[src/rtl/varint_zigzag_codec_assert.svh]
// Assertion helpers, sampled on the rising clock edge, quiet while reset is high.
`ifndef VARINT_ZIGZAG_CODEC_ASSERT_SVH
`define VARINT_ZIGZAG_CODEC_ASSERT_SVH

// Same-cycle implication.
`define VZC_ASSERT_IMPLIES(label, ante, cons, msg) \
   label: assert property (@(posedge clock) disable iff (reset) (ante) |-> (cons)) \
      else $error(msg);

// Next-cycle implication.
`define VZC_ASSERT_NEXT(label, ante, cons, msg) \
   label: assert property (@(posedge clock) disable iff (reset) (ante) |=> (cons)) \
      else $error(msg);

`endif

[src/rtl/vzc_pkg.sv]
`default_nettype none

package vzc_pkg;

   localparam int WORD_BITS  = 64;
   localparam int HALF_BITS  = 32;
   localparam int GROUP_BITS = 7;
   localparam int BYTE_BITS  = 8;
   localparam int CNT_BITS   = 4;

   localparam logic [BYTE_BITS-1:0]  CONT_BIT   = 8'h80;
   localparam logic [GROUP_BITS-1:0] GROUP_MASK = 7'h7F;

   // group limits per value and the most continued bytes per value on encode
   localparam logic [CNT_BITS:0]   MAX_GROUPS_WIDE   = 5'd10;
   localparam logic [CNT_BITS:0]   MAX_GROUPS_NARROW = 5'd5;
   localparam logic [CNT_BITS-1:0] MAX_GROUPS_ALL    = 4'd10;
   localparam logic [CNT_BITS-1:0] MAX_CONT_BYTES    = 4'd9;

   typedef enum logic {
      KIND_ENCODE = 1'b0,
      KIND_DECODE = 1'b1
   } kind_type;

   typedef enum logic {
      REG_WIDE_MODE   = 1'b0,
      REG_SIGNED_MODE = 1'b1
   } reg_index_type;

   typedef struct packed {
      logic wide;
      logic zigzag;
   } mode_type;

   // queue entry: word to encode, or finished decoded value
   typedef struct packed {
      kind_type             kind;
      logic [WORD_BITS-1:0] word;
   } entry_type;

   typedef struct packed {
      logic full;
      logic valid;
   } queue_status_type;

   function automatic logic [WORD_BITS-1:0] word_mask(input logic wide);
      word_mask = wide ? {WORD_BITS{1'b1}} : {{HALF_BITS{1'b0}}, {HALF_BITS{1'b1}}};
   endfunction

endpackage

`default_nettype wire

[src/rtl/vzc_front.sv]
`default_nettype none

module vzc_front (
   input  wire                          clock,
   input  wire                          reset,
   input  wire vzc_pkg::mode_type       mode,
   input  wire                          in_valid,
   output logic                         in_ready,
   input  wire vzc_pkg::kind_type       kind,
   input  wire [vzc_pkg::WORD_BITS-1:0] value,
   input  wire [vzc_pkg::BYTE_BITS-1:0] byte_in,
   input  wire vzc_pkg::queue_status_type q_status,
   output logic                         push,
   output vzc_pkg::entry_type           push_entry
);

   logic [vzc_pkg::WORD_BITS-1:0] acc_ff, acc_in;
   logic [vzc_pkg::CNT_BITS-1:0]  cnt_ff, cnt_in;

   logic [vzc_pkg::WORD_BITS-1:0] mask;
   logic [vzc_pkg::WORD_BITS-1:0] enc_word;
   logic                          enc_top;
   logic [6:0]                    sh_full;
   logic [5:0]                    sh_amt;
   logic [vzc_pkg::WORD_BITS-1:0] grp;
   logic [vzc_pkg::WORD_BITS-1:0] acc_new;
   logic [vzc_pkg::CNT_BITS:0]    cnt_next;
   logic [vzc_pkg::CNT_BITS:0]    limit;
   logic                          dec_done;
   logic [vzc_pkg::WORD_BITS-1:0] dec_word;
   logic                          accept;

   assign in_ready = !q_status.full;
   assign accept   = in_valid && in_ready;

   always_comb begin
      mask = vzc_pkg::word_mask(mode.wide);

      // encode side: mask to word width, then zigzag if signed mode is on
      enc_word = value & mask;
      enc_top  = mode.wide ? enc_word[vzc_pkg::WORD_BITS-1] : enc_word[vzc_pkg::HALF_BITS-1];
      if (mode.zigzag) begin
         enc_word = ((enc_word << 1) ^ {vzc_pkg::WORD_BITS{enc_top}}) & mask;
      end

      // decode side: drop groups past the tenth, OR the new group in place
      sh_full = {3'b000, cnt_ff} * 7'd7;
      sh_amt  = sh_full[5:0];
      grp     = {{(vzc_pkg::WORD_BITS-vzc_pkg::GROUP_BITS){1'b0}},
                 byte_in[vzc_pkg::GROUP_BITS-1:0] & vzc_pkg::GROUP_MASK} << sh_amt;
      if (cnt_ff < vzc_pkg::MAX_GROUPS_ALL) begin
         acc_new = (acc_ff | grp) & mask;
      end else begin
         acc_new = acc_ff & mask;
      end
      cnt_next = {1'b0, cnt_ff} + 5'd1;
      limit    = mode.wide ? vzc_pkg::MAX_GROUPS_WIDE : vzc_pkg::MAX_GROUPS_NARROW;
      dec_done = ((byte_in & vzc_pkg::CONT_BIT) == '0) || (cnt_next >= limit);
      dec_word = acc_new;
      if (mode.zigzag) begin
         dec_word = ((acc_new >> 1) ^ {vzc_pkg::WORD_BITS{acc_new[0]}}) & mask;
      end

      acc_in = acc_ff;
      cnt_in = cnt_ff;
      if (accept && kind == vzc_pkg::KIND_DECODE) begin
         if (dec_done) begin
            acc_in = '0;
            cnt_in = '0;
         end else begin
            acc_in = acc_new;
            cnt_in = cnt_next[vzc_pkg::CNT_BITS-1:0];
         end
      end

      push            = accept && (kind == vzc_pkg::KIND_ENCODE || dec_done);
      push_entry.kind = kind;
      push_entry.word = (kind == vzc_pkg::KIND_ENCODE) ? enc_word : dec_word;
   end

   always_ff @(posedge clock) begin
      if (reset) begin
         acc_ff <= '0;
         cnt_ff <= '0;
      end else begin
         acc_ff <= acc_in;
         cnt_ff <= cnt_in;
      end
   end

endmodule

`default_nettype wire

[src/rtl/vzc_fifo.sv]
`default_nettype none

module vzc_fifo (
   input  wire                           clock,
   input  wire                           reset,
   input  wire                           push,
   input  wire vzc_pkg::entry_type       push_entry,
   input  wire                           pop,
   output vzc_pkg::entry_type            head,
   output vzc_pkg::queue_status_type     status
);

   localparam int DEPTH = 2;

   vzc_pkg::entry_type mem_ff [DEPTH];
   logic               wr_ptr_ff, wr_ptr_in;
   logic               rd_ptr_ff, rd_ptr_in;
   logic [1:0]         count_ff, count_in;

   always_comb begin
      status.full  = (count_ff == 2'(DEPTH));
      status.valid = (count_ff != 2'd0);
      head         = mem_ff[rd_ptr_ff];
      wr_ptr_in    = push ? !wr_ptr_ff : wr_ptr_ff;
      rd_ptr_in    = pop ? !rd_ptr_ff : rd_ptr_ff;
      count_in     = count_ff + {1'b0, push} - {1'b0, pop};
   end

   always_ff @(posedge clock) begin
      if (push) begin
         mem_ff[wr_ptr_ff] <= push_entry;
      end
   end

   always_ff @(posedge clock) begin
      if (reset) begin
         wr_ptr_ff <= 1'b0;
         rd_ptr_ff <= 1'b0;
         count_ff  <= 2'd0;
      end else begin
         wr_ptr_ff <= wr_ptr_in;
         rd_ptr_ff <= rd_ptr_in;
         count_ff  <= count_in;
      end
   end

endmodule

`default_nettype wire

[src/rtl/vzc_back.sv]
`default_nettype none

module vzc_back (
   input  wire                              clock,
   input  wire                              reset,
   input  wire vzc_pkg::queue_status_type   q_status,
   input  wire vzc_pkg::entry_type          head,
   output logic                             pop,
   output logic                             out_valid,
   input  wire                              out_ready,
   output vzc_pkg::kind_type                out_kind,
   output logic [vzc_pkg::BYTE_BITS-1:0]    out_byte,
   output logic                             out_last,
   output logic [vzc_pkg::WORD_BITS-1:0]    out_value
);

   logic                          valid_ff;
   vzc_pkg::kind_type             kind_ff, kind_in;
   logic [vzc_pkg::BYTE_BITS-1:0] byte_ff, byte_in;
   logic                          last_ff, last_in;
   logic [vzc_pkg::WORD_BITS-1:0] value_ff, value_in;
   logic [vzc_pkg::WORD_BITS-1:0] cur_ff, cur_in;
   logic                          started_ff, started_in;
   logic [vzc_pkg::CNT_BITS-1:0]  n_ff, n_in;

   logic                          slot_free;
   logic                          emit;
   logic                          more;
   logic [vzc_pkg::WORD_BITS-1:0] src;

   always_comb begin
      slot_free = !valid_ff || out_ready;
      emit      = q_status.valid && slot_free;
      src       = started_ff ? cur_ff : head.word;
      more      = (head.kind == vzc_pkg::KIND_ENCODE)
                  && (src[vzc_pkg::WORD_BITS-1:vzc_pkg::GROUP_BITS] != '0)
                  && (n_ff < vzc_pkg::MAX_CONT_BYTES);
      pop       = emit && !more;

      kind_in    = kind_ff;
      byte_in    = byte_ff;
      last_in    = last_ff;
      value_in   = value_ff;
      cur_in     = cur_ff;
      started_in = started_ff;
      n_in       = n_ff;
      if (emit) begin
         kind_in = head.kind;
         unique case (head.kind)
            vzc_pkg::KIND_ENCODE: begin
               byte_in  = more ? ({1'b0, src[vzc_pkg::GROUP_BITS-1:0]} | vzc_pkg::CONT_BIT)
                               : src[vzc_pkg::BYTE_BITS-1:0];
               last_in  = !more;
               value_in = '0;
            end
            vzc_pkg::KIND_DECODE: begin
               byte_in  = '0;
               last_in  = 1'b1;
               value_in = head.word;
            end
         endcase
         if (more) begin
            cur_in     = src >> vzc_pkg::GROUP_BITS;
            started_in = 1'b1;
            n_in       = n_ff + 4'd1;
         end else begin
            started_in = 1'b0;
            n_in       = '0;
         end
      end
   end

   always_ff @(posedge clock) begin
      kind_ff  <= kind_in;
      byte_ff  <= byte_in;
      last_ff  <= last_in;
      value_ff <= value_in;
      cur_ff   <= cur_in;
      if (reset) begin
         valid_ff   <= 1'b0;
         started_ff <= 1'b0;
         n_ff       <= '0;
      end else begin
         if (slot_free) begin
            valid_ff <= emit;
         end
         started_ff <= started_in;
         n_ff       <= n_in;
      end
   end

   assign out_valid = valid_ff;
   assign out_kind  = kind_ff;
   assign out_byte  = byte_ff;
   assign out_last  = last_ff;
   assign out_value = value_ff;

endmodule

`default_nettype wire

[src/rtl/varint_zigzag_codec.sv]
// rsp_tvalid for an input transfer that causes a result is set from the queue entry that
// the transfer writes, through the output register; the result may wait in the queue.
// One input transfer per cycle is taken while the 2-entry queue has room; the output
// stage emits one result per cycle while rsp_tready is high, and an encode of k bytes
// (1 to 10) gives k results, and a decode byte gives 0 or 1 result.
// Reset: synchronous, clears queue, output stage and decode state; wide_mode = 1,
// signed_mode = 0. Ready to take input as soon as reset is released.
`default_nettype none

`include "varint_zigzag_codec_assert.svh"

module varint_zigzag_codec (
   input  wire         clock,
   input  wire         reset,
   // slave stream
   input  wire         req_tvalid,
   output logic        req_tready,
   input  wire  [71:0] req_tdata,   // [63:0] value, [71:64] byte_in
   input  wire         req_tuser,   // [0] kind
   // master stream
   output logic        rsp_tvalid,
   input  wire         rsp_tready,
   output logic [71:0] rsp_tdata,   // [7:0] out_byte, [71:8] decoded_value
   output logic        rsp_tuser,   // [0] out_kind
   output logic        rsp_tlast,
   // register port
   input  wire         csr_psel,
   input  wire         csr_penable,
   input  wire         csr_pwrite,
   input  wire  [2:0]  csr_paddr,
   input  wire  [31:0] csr_pwdata,
   output logic [31:0] csr_prdata,
   output logic        csr_pready
);

   logic                          wide_ff, zigzag_ff;
   logic                          csr_write;
   vzc_pkg::reg_index_type        csr_index;
   vzc_pkg::mode_type             mode;
   vzc_pkg::queue_status_type     q_status;
   vzc_pkg::entry_type            push_entry;
   vzc_pkg::entry_type            head;
   logic                          push;
   logic                          pop;
   vzc_pkg::kind_type             out_kind;
   logic [vzc_pkg::BYTE_BITS-1:0] out_byte;
   logic [vzc_pkg::WORD_BITS-1:0] out_value;
   logic                          in_encode;
   logic                          out_decode;
   logic                          out_cont;

   assign csr_pready = 1'b1;
   assign csr_write  = csr_psel && csr_penable && csr_pwrite && csr_pready;
   assign csr_index  = vzc_pkg::reg_index_type'(csr_paddr[2]);

   always_comb begin
      unique case (csr_index)
         vzc_pkg::REG_WIDE_MODE:   csr_prdata = {31'd0, wide_ff};
         vzc_pkg::REG_SIGNED_MODE: csr_prdata = {31'd0, zigzag_ff};
      endcase
   end

   always_ff @(posedge clock) begin
      if (reset) begin
         wide_ff   <= 1'b1;
         zigzag_ff <= 1'b0;
      end else if (csr_write) begin
         unique case (csr_index)
            vzc_pkg::REG_WIDE_MODE:   wide_ff   <= csr_pwdata[0];
            vzc_pkg::REG_SIGNED_MODE: zigzag_ff <= csr_pwdata[0];
         endcase
      end
   end

   assign mode.wide   = wide_ff;
   assign mode.zigzag = zigzag_ff;

   vzc_front u_front (
      .clock      (clock),
      .reset      (reset),
      .mode       (mode),
      .in_valid   (req_tvalid),
      .in_ready   (req_tready),
      .kind       (vzc_pkg::kind_type'(req_tuser)),
      .value      (req_tdata[63:0]),
      .byte_in    (req_tdata[71:64]),
      .q_status   (q_status),
      .push       (push),
      .push_entry (push_entry)
   );

   vzc_fifo u_fifo (
      .clock      (clock),
      .reset      (reset),
      .push       (push),
      .push_entry (push_entry),
      .pop        (pop),
      .head       (head),
      .status     (q_status)
   );

   vzc_back u_back (
      .clock     (clock),
      .reset     (reset),
      .q_status  (q_status),
      .head      (head),
      .pop       (pop),
      .out_valid (rsp_tvalid),
      .out_ready (rsp_tready),
      .out_kind  (out_kind),
      .out_byte  (out_byte),
      .out_last  (rsp_tlast),
      .out_value (out_value)
   );

   assign rsp_tuser = out_kind;
   assign rsp_tdata = {out_value, out_byte};

   assign in_encode  = req_tvalid && req_tready
                       && (vzc_pkg::kind_type'(req_tuser) == vzc_pkg::KIND_ENCODE);
   assign out_decode = rsp_tvalid && (out_kind == vzc_pkg::KIND_DECODE);
   assign out_cont   = rsp_tvalid && (out_kind == vzc_pkg::KIND_ENCODE) && !rsp_tlast;

   `VZC_ASSERT_IMPLIES(a_full_has_head, q_status.full, q_status.valid, "queue full but empty")
   `VZC_ASSERT_NEXT(a_encode_queued, in_encode, q_status.valid, "encode not queued")
   `VZC_ASSERT_IMPLIES(a_decode_shape, out_decode, rsp_tlast && out_byte == '0, "bad decode")
   `VZC_ASSERT_IMPLIES(a_cont_flag, out_cont, rsp_tdata[7], "continued byte lacks flag")

endmodule

`default_nettype wire

[config.mk]
export PLATFORM = sky130hd
export DESIGN_NAME = varint_zigzag_codec
export DESIGN_NICKNAME = d
export VERILOG_FILES = /design/src/rtl/vzc_pkg.sv /design/src/rtl/vzc_front.sv /design/src/rtl/vzc_fifo.sv /design/src/rtl/vzc_back.sv /design/src/rtl/varint_zigzag_codec.sv
export VERILOG_INCLUDE_DIRS = /design/src /design/src/rtl
export SDC_FILE = /design/constraint.sdc
export NUM_CORES = 1
export LEC_CHECK = 0
export ABC_AREA = 1
export BUFFER_PORTS_ARGS = -buffer_cell sky130_fd_sc_hd__clkbuf_2
export CORE_AREA = 2 2 200 183
export DETAILED_ROUTE_END_ITERATION = 6
export DIE_AREA = 0 0 202 185
export GPL_TIMING_DRIVEN = 1
export PLACE_DENSITY_LB_ADDON = 0.08
export SETUP_SLACK_MARGIN = 0.1
export SKIP_CTS_REPAIR_TIMING = 1
export SYNTH_ARGS = -nofsm -noshare
export SYNTH_HDL_FRONTEND = slang
export SYNTH_SLANG_ARGS = --single-unit
[constraint.sdc]
create_clock -name clock -period 6.6 [get_ports clock]
set_input_delay 0.33 -clock clock [delete_from_list [all_inputs] [get_ports clock]]
set_output_delay 0.33 -clock clock [all_outputs]
set_load 0.05 [all_outputs]
==> results of run 1 <==
-- how the worst max path moves through the flow --
stage	from	end	slack (ns)	depth (start not counted)
3_5_place_dp	u_front.cnt_ff[0]$_SDFFE_PP0P_	u_fifo.mem_ff[0][23]$_DFFE_PP_	2.27	13
4_1_cts	u_front.cnt_ff[0]$_SDFFE_PP0P_	u_fifo.mem_ff[0][23]$_DFFE_PP_	2.28	13
5_1_grt	u_front.cnt_ff[0]$_SDFFE_PP0P_	u_fifo.mem_ff[0][47]$_DFFE_PP_	2.02	13
2_1_floorplan	u_front.cnt_ff[1]$_SDFFE_PP0P_	u_fifo.mem_ff[1][0]$_DFFE_PP_	1.80	8
6_report	u_front.cnt_ff[0]$_SDFFE_PP0P_	u_fifo.mem_ff[0][23]$_DFFE_PP_	2.22	13
3_3_place_gp	u_front.cnt_ff[0]$_SDFFE_PP0P_	u_fifo.mem_ff[0][23]$_DFFE_PP_	2.30	13
-- sequential cells by signal, indices dropped and copies added, names as in the netlist, 2 cells and up, named ones only --
signal,cells
u_fifo.mem_ff,130
u_back.out_value,64
u_front.acc_ff,64
u_back.cur_ff,57
u_back.out_byte,8
u_back.n_ff,4
u_front.cnt_ff,4
u_fifo.count_ff,2
-- cell type report --
cell class,instances,area [sq um]
clock buffers,48,1030
clock inverters,20,164
fillers,3220,14900
inverters,211,793
multi-input cells,1538,7530
flip-flops and latches,342,9460
well taps,476,596
repair buffers,186,1000
-- cell families (layout without fill, tap and decap cells) --
kind of cell	after synthesis	in the layout	share of synthesized area, %
AOI/OAI and AO/OA	395	395	12.3
DFF	342	342	51.2
and+or+nand+nor	1066	1066	24.8
buffers and inverters	375	465	9.01
other	2	32	0.0406
muxes	8	8	0.433
adders and majority gates	19	19	1.45
xor gates and xnor gates	18	18	0.853
-- layout by cell type (no fill, tap or decap), drive strengths merged, types with 2 or more instances in the layout --
master,count
a211oi,27
a21oi,221
a221oi,29
and3,8
buf,28
bufinv,2
clkbuf,206
clkinv,22
conb,32
dfxtp,81
edfxtp,261
fa,4
ha,15
inv,206
mux2i,8
nand2,644
nand3,222
nand4,8
nor2,98
nor3,7
o211ai,15
o21a,2
o21ai,91
o21bai,8
or2,78
xnor2,2
xor2,16
-- critical path: stages, from the launching register on --
cell	delay, ns
dfxtp_1	0.47
fa_1	0.60
ha_1	0.16
inv_1	0.06
fa_1	0.53
buf_4	0.26
clkinv_1	0.53
o21ai_0	0.62
nand2_1	0.10
nand2_1	0.10
nand2_1	0.05
nand2_1	0.06
nand2_1	0.08
a21oi_1	0.46
-- Yosys cell counts (all sizes together) (4+ instances only) --
cell type	n
mux2i	8
ha	15
buf	91
a21oi	221
xor2	16
edfxtp	261
inv	206
or2	78
clkbuf	73
a221oi	29
nand3	222
fa	4
nand2	644
nor2	98
o21ai	91
clkinv	5
o21bai	8
a211oi	27
o211ai	15
dfxtp	81
and3	8
nand4	8
nor3	7
-- layer usage --
| layer | global-route usage [%] | routed length (um) |
|---|---|---|
| met1 | 40.4 | 23100 |
| met2 | 43.3 | 23700 |
| met3 | 3.24 | 4020 |
| met4 | 8.32 | 1470 |
| met5 | 0 | 0 |
-- stage by stage --
stage          hold slack (ns)  area, sq um  setup slack [ns]
6_report                0.0563        20600              2.22
5_1_grt                 0.0806        20600              2.02
4_1_cts                 0.0431        20600              2.28
3_5_place_dp             0.447        19400              2.27
3_3_place_gp             0.443        19400              2.30
2_1_floorplan            0.429        18600              1.80
-- report_power, final --
part           total (uW)  internal (uW)  switching, uW
Combinational        3100            654           2440
Sequential           3210           3080            125
Clock                2050           1180            864
Total                8350           4920           3430
==> flow_metrics.py, run 1 <==
metrics = {
    "sta": {
        "tightest_slew_ns": 1.13,
        "period_minus_slack_ns": 4.38,
        "slew_viol_final": 0,
        "fin_skew_ns": 0.0131,
        "fmax_mhz": 228,
        "period_share_pct": 66.3,
        "setup_tns_ns": 0,
        "max-slew-margin-rel_pct": 24.6,
        "hold_viol": 0,
        "setup-violations-final": 0,
        "rsz0062_at_grt": "no",
    },
    "drt": {
        "routedWlPerCell_um": 18.5,
        "routed-via-count": 15600,
        "ant_nets": 0,
        "drt_first_iter_violations": 1606,
        "viasPerCell": 5.51,
        "drt_wl_total_um": 52300,
        "first_pass_iters": 6,
        "post-route-drc-count": 0,
    },
    "logic_synthesis": {
        "synthFlopType": "edfxtp_1",
        "postSynth.asyncResetShare_pct": 0,
        "syn_area_sq_um": 18500,
        "netlist_instances": 2225,
        "synth_top_area_share_pct": 42.4,
        "syn_area_per_cell_sq_um": 8.31,
        "ys_types": 47,
        "yosysSeqAreaShare_pct": 51.2,
        "synth_edf_count": 261,
        "ys_warn_count": 0,
        "yosys-top-cells-area": "edfxtp_1 42%, nand2_1 13%, dfxtp_1 8.8%, nand3_1 6.0%, a21oi_1 5.9%",
        "synth_top_area_cell": "edfxtp_1",
        "synth-seq-cells": 342,
    },
    "cts": {
        "clk_pin_slew_ns": 0.06,
        "cts_tree": "yes",
        "cts_max_path_buffers": 3,
        "cts_sinks": 342,
        "cts_root_buf": "clkbuf_16",
        "cts_buffers": 38,
        "clk_latency_ns": 0.54,
        "cts_htree_levels": 2,
    },
    "worst_hold_path": {
        "hold_start": "csr_pwdata[0]",
        "hold_path_class": "in2reg",
        "hold_end": "zigzag_ff$_SDFFE_PP0P_",
        "hold_depth": 3,
    },
    "finish": {
        "nets": 2451,
        "final_cell_count_no_fill": 2821,
        "drive_gt1_share_pct": 13.8,
        "antenna_cells": 0,
        "utilization_pct": 58.1,
        "areaGrowthSynthToFinish_pct": 11.3,
    },
    "grt": {
        "grt_max_degree": 96,
        "grt_antenna_before_repair": 0,
        "grt_pass1_vias": 13900,
        "grt_overflow": 0,
        "grt_pass1_wl_um": 79100,
        "grt_usage_pct": 27.6,
    },
    "die": {
        "core_area_sq_um": 35400,
        "die_x_um": 202,
        "die_h_um": 185,
        "start_util_pct": 52.2,
        "rows": 66,
        "pin_count": 224,
        "die_area_sq_um": 37400,
    },
    "power_and_ir_drop": {
        "leakage_uw": 0.00868,
        "powerDensity_nw_per_um2": 406,
        "total_power_uw": 8350,
        "peakVddDrop_mv": 0.245,
    },
    "critical_path": {
        "worstPathArrival_ns": 4.65,
        "crit_required_ns": 6.87,
        "reg2reg_slack_ns": 2.22,
        "crit_type": "reg2reg",
        "cp_max_fo": 22,
        "r2r_cells": 13,
        "r2r_end": "u_fifo.mem_ff[0][23]$_DFFE_PP_",
        "endpoint_kind": "flop",
        "cp-start-kind": "flop",
        "r2r_start": "u_front.cnt_ff[0]$_SDFFE_PP0P_",
    },
    "run": {
        "drv_cap": 0,
    },
    "place": {
        "dpl.hpwl_um": 35300,
        "portBuffers": 158,
        "gp_congestion": 0.904,
        "dp.cells": 2753,
    },
    "status": {
        "status": "completed",
    },
}
(Power assumes the default switching activity.)
==> run 2, diff against run 1 <==
- ABC_AREA: 1 -> 0
- CORE_AREA: 2 2 200 183 -> 2 2 194 177
- DIE_AREA: 0 0 202 185 -> 0 0 196 179
- clock period: 6.6 -> 3.8 ns (I/O delays scaled with it)
==> run 2 against run 1 <==
Worst setup slack worse by 2.1 ns; sequential share of layout area rose by 0.33 points; synthesized cell count shrank 34%; clock skew rose by 0.0075 ns; flip-flop and latch count is the same; design area decreased by 0.64%; largest power group unchanged; largest cell class unchanged; fmax rose by 20%.
==> flow_metrics.py, run 2 <==
metrics = {
    "status": {
        "status": "completed",
    },
    "grt": {
        "grt_pass1_vias": 11500,
        "grt_max_degree": 117,
        "grt_pass1_wl_um": 68100,
        "grt_usage_pct": 25.8,
        "grt_overflow": 0,
        "grt_antenna_before_repair": 0,
    },
    "logic_synthesis": {
        "ys_types": 67,
        "synth_top_area_cell": "edfxtp_1",
        "ys_warn_count": 0,
        "synth_top_area_share_pct": 45.4,
        "syn_area_sq_um": 17300,
        "synth-seq-cells": 342,
        "synthTopCellsByCount": "261 x edfxtp_1, 113 x xnor2_1, 110 x nor2_1, 107 x a21oi_1, 90 x mux2_2",
        "synth_edf_count": 261,
        "yosys-top-cells-area": "edfxtp_1 45%, dfxtp_1 9.4%, mux2_2 5.9%, xnor2_1 5.7%, a21oi_1 3.1%",
        "yosysSeqAreaShare_pct": 54.8,
        "postSynth.asyncResetShare_pct": 0,
        "syn_area_per_cell_sq_um": 11.8,
        "netlist_instances": 1467,
        "synth.most_common_cell": "edfxtp_1",
        "synthFlopType": "edfxtp_1",
    },
    "finish": {
        "antenna_cells": 0,
        "largest_reg_flops": 130,
        "layout_commonest_cell": "edfxtp_1",
        "drive_gt1_share_pct": 28.3,
        "nets": 1820,
        "utilization_pct": 61.4,
        "areaGrowthSynthToFinish_pct": 18.4,
        "final_cell_mix": "261 x edfxtp_1, 158 x clkbuf_2, 112 x xnor2_1, 111 x buf_4, 108 x nor2_1",
        "regMostFlops": "u_fifo.mem_ff",
    },
    "cts": {
        "cts_sinks": 342,
        "cts_tree": "yes",
        "clk_pin_slew_ns": 0.05,
        "cts_buffers": 38,
        "cts_htree_levels": 2,
        "cts_max_path_buffers": 3,
        "clk_latency_ns": 0.54,
        "cts_root_buf": "clkbuf_16",
    },
    "power_and_ir_drop": {
        "total_power_uw": 13700,
        "powerDensity_nw_per_um2": 671,
        "peakVddDrop_mv": 0.512,
        "leakage_uw": 0.00758,
    },
    "die": {
        "pin_count": 224,
        "die_h_um": 179,
        "core_area_sq_um": 33300,
        "die_x_um": 196,
        "rows": 64,
        "start_util_pct": 51.8,
        "die_area_sq_um": 35100,
    },
    "drt": {
        "post-route-drc-count": 0,
        "drt_first_iter_violations": 1180,
        "routedWlPerCell_um": 21.8,
        "viasPerCell": 5.81,
        "first_pass_iters": 5,
        "ant_nets": 0,
        "drt_wl_total_um": 46500,
        "routed-via-count": 12400,
    },
    "critical_path": {
        "r2r_start": "u_front.cnt_ff[0]$_SDFFE_PP0P_",
        "cp_max_fo": 18,
        "endpoint_kind": "flop",
        "crit_type": "reg2reg",
        "endpoint": "u_fifo.mem_ff[1][50]$_DFFE_PP_",
        "crit_path_cell_trace": "fa_1 -> ha_1 -> inv_1 -> fa_2 -> buf_6 -> nor2b_1 -> nand2_1 -> o22ai_1 -> a21oi_1 -> xnor2_1 -> o221ai_1",
        "cp-startpoint": "u_front.cnt_ff[0]$_SDFFE_PP0P_",
        "slowest_delay_ns": 0.54,
        "crit_required_ns": 4.05,
        "cp-start-kind": "flop",
        "reg2reg_slack_ns": 0.16,
        "r2r_cells": 11,
        "slowest_stage": "fa_1",
        "r2r_end": "u_fifo.mem_ff[1][50]$_DFFE_PP_",
        "worstPathArrival_ns": 3.89,
    },
    "sta": {
        "period_minus_slack_ns": 3.64,
        "period_share_pct": 95.8,
        "setup-violations-final": 0,
        "setup_tns_ns": 0,
        "tightest_slew_ns": 1.03,
        "rsz0062_at_grt": "yes",
        "max-slew-margin-rel_pct": 30.8,
        "fmax_mhz": 275,
        "hold_viol": 0,
        "slew_viol_final": 0,
        "fin_skew_ns": 0.0206,
    },
    "worst_hold_path": {
        "hold_path_class": "in2reg",
    },
    "place": {
        "portBuffers": 158,
        "gp_congestion": 0.937,
        "dpl.hpwl_um": 33500,
    },
    "run": {
        "drv_cap": 0,
    },
}
## run 2: worst min path at each step
stage                     cells after the start                        endpoint     startpoint
after detailed placement                      3            wide_ff$_SDFFE_PP1P_  csr_pwdata[0]
after CTS                                     3            wide_ff$_SDFFE_PP1P_  csr_pwdata[0]
after global routing                          3            wide_ff$_SDFFE_PP1P_   csr_paddr[2]
after global placement                        3            wide_ff$_SDFFE_PP1P_  csr_pwdata[0]
final                                         3            wide_ff$_SDFFE_PP1P_   csr_paddr[2]
after floorplan                               0  u_fifo.mem_ff[0][64]$_DFFE_PP_      req_tuser
## run 2: per-layer routing
layer	part of all wire [%]	vias up	global-route usage, %
met1	46	6074	38.1
met4	2.4	0	7.54
met3	5.5	78	3.10
li1	-	5809	-
met2	46	456	40.3
met5	0	-	0
## run 2: report_power, final
part	total [uW]	switching (uW)	leakage (uW)	internal [uW]
Clock	3390	1450	0.000555	1930
Combinational	4860	3380	0.00390	1480
Sequential	5450	270	0.00312	5180
## run 2: kinds of logic after synthesis
group / share of synthesized area, %
compound gates: 12.3
fa+ha+maj: 1.55
simple gates: 10.1
buf+inv: 4.53
xor+xnor: 5.94
flops: 54.8
mux: 10.7
other cells: 0.0435
## run 2: final cells by class
class | count | area [sq um]
clock buffer | 45 | 998
inverter | 30 | 113
timing repair buffer | 283 | 1870
fill | 2680 | 12900
clock inverter | 16 | 121
sequential | 342 | 9470
tap | 429 | 537
multi-input combinational | 991 | 7330
## run 2: critical path, delay by kind of cell (launching register included)
family	cells	cell delay, ns
buf+inv	2	0.24
xor+xnor	1	0.17
flops	1	0.33
fa+ha+maj	3	1.17
compound gates	3	1.10
simple gates	2	0.35
## run 2: through the flow
| stage | std cells | worst slack (ns) | instance area, sq um | hold WS, ns |
|---|---|---|---|---|
| 6_report | 2136 | 0.158 | 20400 | 0.00292 |
| 5_1_grt | 2136 | 0.0204 | 20400 | 0.0122 |
| 4_1_cts | 2124 | -0.173 | 20200 | -0.108 |
| 3_5_place_dp | 2063 | -0.170 | 19100 | 0.442 |
| 3_3_place_gp | 2063 | -0.0603 | 19100 | 0.440 |
| 2_1_floorplan | 1497 | 0.133 | 17400 | 0.289 |
==> run 3, diff against run 2 <==
- CELL_PAD_IN_SITES_DETAIL_PLACEMENT: default -> 0
- CELL_PAD_IN_SITES_GLOBAL_PLACEMENT: default -> 1
- CORE_AREA: 2 2 194 177 -> 2 2 217 198
- DIE_AREA: 0 0 196 179 -> 0 0 219 200
==> run 3 against run 2 <==
The flow now finishes with violations (hold timing); fmax grew 1.5%; critical endpoint is now u_fifo.mem_ff[1][21]$_DFFE_PP_; hold slack worse by 0.0067 ns; largest cell class unchanged; worst setup slack better by 0.053 ns; design area is 2.5% higher; register-to-register slack better by 0.05 ns; via count fell by 2.6%; critical path type unchanged; highest routed layer unchanged; first-iteration DRC count shrank 20%; critical path depth is 1 lower; clock power is 19% higher; non-clock buffer count is 10 higher.
==> flow_metrics.py, run 3 (synthesis gave the netlist of run 2 again) <==
metrics = {
    "grt": {
        "grt_pass1_vias": 11500,
        "grt_overflow": 0,
        "use_met1_pct": 32.4,
        "busiest_layer": "met2",
        "grt_use_met3_pct": 3.83,
        "grt_antenna_before_repair": 0,
        "use_met2_pct": 34.9,
        "grt_usage_pct": 22.5,
        "grt_max_degree": 124,
        "grt_pass1_wl_um": 72200,
    },
    "sta": {
        "rsz0062_at_grt": "yes",
        "setup-violations-final": 0,
        "period_share_pct": 94.5,
        "fmax_mhz": 279,
        "fin_skew_ns": 0.0151,
        "max-slew-margin-rel_pct": 34.1,
        "slew_viol_final": 0,
        "hold_viol": 2,
        "tightest_slew_ns": 0.986,
        "holdWs_ns": -0.00381,
        "period_minus_slack_ns": 3.59,
    },
    "cts": {
        "cts_root_buf": "clkbuf_16",
        "cts_tree": "yes",
        "clk_latency_ns": 0.55,
        "cts_buffers": 39,
        "cts_sinks": 342,
        "cts_max_path_buffers": 3,
        "clk_pin_slew_ns": 0.06,
        "cts_htree_levels": 2,
    },
    "die": {
        "die_h_um": 200,
        "core_area_sq_um": 41400,
        "pin_count": 224,
        "die_area_sq_um": 43800,
        "start_util_pct": 41.7,
        "die_x_um": 219,
        "rows": 71,
    },
    "critical_path": {
        "worst-path-buf-inv": 3,
        "cp-start-kind": "flop",
        "slowest_delay_ns": 0.60,
        "crit_path_cell_trace": "fa_1 -> ha_1 -> inv_1 -> fa_2 -> buf_4 -> inv_1 -> nor2_1 -> a21oi_1 -> xnor2_1 -> mux4_2",
        "cp_top_family": "adder cells",
        "reg2reg_slack_ns": 0.21,
        "crit_required_ns": 4.08,
        "crit_type": "reg2reg",
        "cp_max_fo": 6,
        "endpoint_kind": "flop",
        "slowest_stage": "fa_2",
        "crit_top_cell": "inv_1",
        "worstPathArrival_ns": 3.87,
    },
    "finish": {
        "layout_commonest_cell": "edfxtp_1",
        "utilization_pct": 50.6,
        "final_cell_mix": "261 x edfxtp_1, 158 x clkbuf_2, 116 x buf_4, 113 x xnor2_1, 108 x nor2_1",
        "areaGrowthSynthToFinish_pct": 21.4,
        "regMostFlops": "u_fifo.mem_ff",
        "largest_reg_flops": 130,
        "drive_gt1_share_pct": 29.2,
        "antenna_cells": 0,
        "nets": 1831,
    },
    "drt": {
        "post-route-drc-count": 0,
        "drt_wl_total_um": 50000,
        "routed-via-count": 12100,
        "first_pass_iters": 5,
        "routedWlPerCell_um": 22.0,
        "ant_nets": 0,
        "drt_first_iter_violations": 939,
        "viasPerCell": 5.32,
    },
    "power_and_ir_drop": {
        "intPower_uw": 9190,
        "switching_share_pct": 36.5,
        "leakage_uw": 0.00775,
        "seqPwrFrac_pct": 37.6,
        "p_sw_uw": 5280,
        "pwr-share-comb_pct": 34.6,
        "powerDensity_nw_per_um2": 691,
        "peakVddDrop_mv": 0.572,
        "power_frac_clock_pct": 27.8,
    },
    "place": {
        "dpl.hpwl_um": 36400,
        "gp_congestion": 0.860,
        "portBuffers": 158,
    },
    "worst_hold_path": {
        "hold_path_class": "in2reg",
    },
    "status": {
        "status": "finished with violations",
        "failed_checks": "hold timing",
    },
    "run": {
        "drv_cap": 0,
    },
}
## run 3: changes by cell type in the layout (fill, tap and decap cells not counted), sizes merged
cell | previous run | this run
bufinv | 1 | 8
clkinv | 15 | 14
dlygate4sd3 | 2 | 3
inv | 30 | 33
buf | 122 | 131
clkbuf | 204 | 201
clkinvlp | 0 | 2
## run 3: metrics by stage
stage | setup slack (ns) | TNS, ns | area, sq um | total power [uW] | cells
floorplan | 0.133 | 0 | 17400 | 8950 | 1497
global placement | -0.0191 | -0.0382 | 19300 | 10500 | 2189
detailed placement | -0.0209 | -0.0431 | 19300 | 10500 | 2189
CTS | -0.0388 | -0.0987 | 20700 | 14500 | 2258
global route | 0.0455 | 0 | 21000 | 15100 | 2272
finish | 0.210 | 0 | 21000 | 14500 | 2272
## run 3: worst paths after layout
kind | startpoint | to | depth (start not counted)
worst max-delay path | u_front.cnt_ff[0]$_SDFFE_PP0P_ | u_fifo.mem_ff[1][21]$_DFFE_PP_ | 10
worst min-delay path | csr_paddr[2] | wide_ff$_SDFFE_PP1P_ | 3
worst max register to register | u_front.cnt_ff[0]$_SDFFE_PP0P_ | u_fifo.mem_ff[1][21]$_DFFE_PP_ | 10
worst min register to register | u_front.acc_ff[32]$_SDFFE_PP0P_ | u_front.acc_ff[32]$_SDFFE_PP0P_ | 2
## run 3: layer usage
metal  part of all wire (%)  wire, um  up-vias
met2                     45     22700      344
met5                      0         0        -
met4                    2.6      1290        0
met1                     47     23300     5857
met3                    5.5      2760       71
li1                       -         -     5820
## run 3: final cells by class
cell class | instances | area [sq um]
multi-input cells | 991 | 7340
inverters | 30 | 113
fillers | 3767 | 20400
well taps | 547 | 684
repair buffers | 293 | 1990
clock buffers | 42 | 997
clock inverters | 27 | 363
flip-flops and latches | 342 | 9470
## run 3: worst min-delay path, cell delays in order
cell,delay (ns)
clkbuf_2,0.11
nor2_1,0.06
o211ai_1,0.14
## run 3: power by group through the flow
stage                     clock, uW  sequential (uW)  combinational, uW
after floorplan                   0             6790               2160
after detailed placement          0             5530               4950
after global routing           4250             5520               5320
final                          4020             5450               5000
after CTS                      4110             5460               4960
after global placement            0             5520               4940
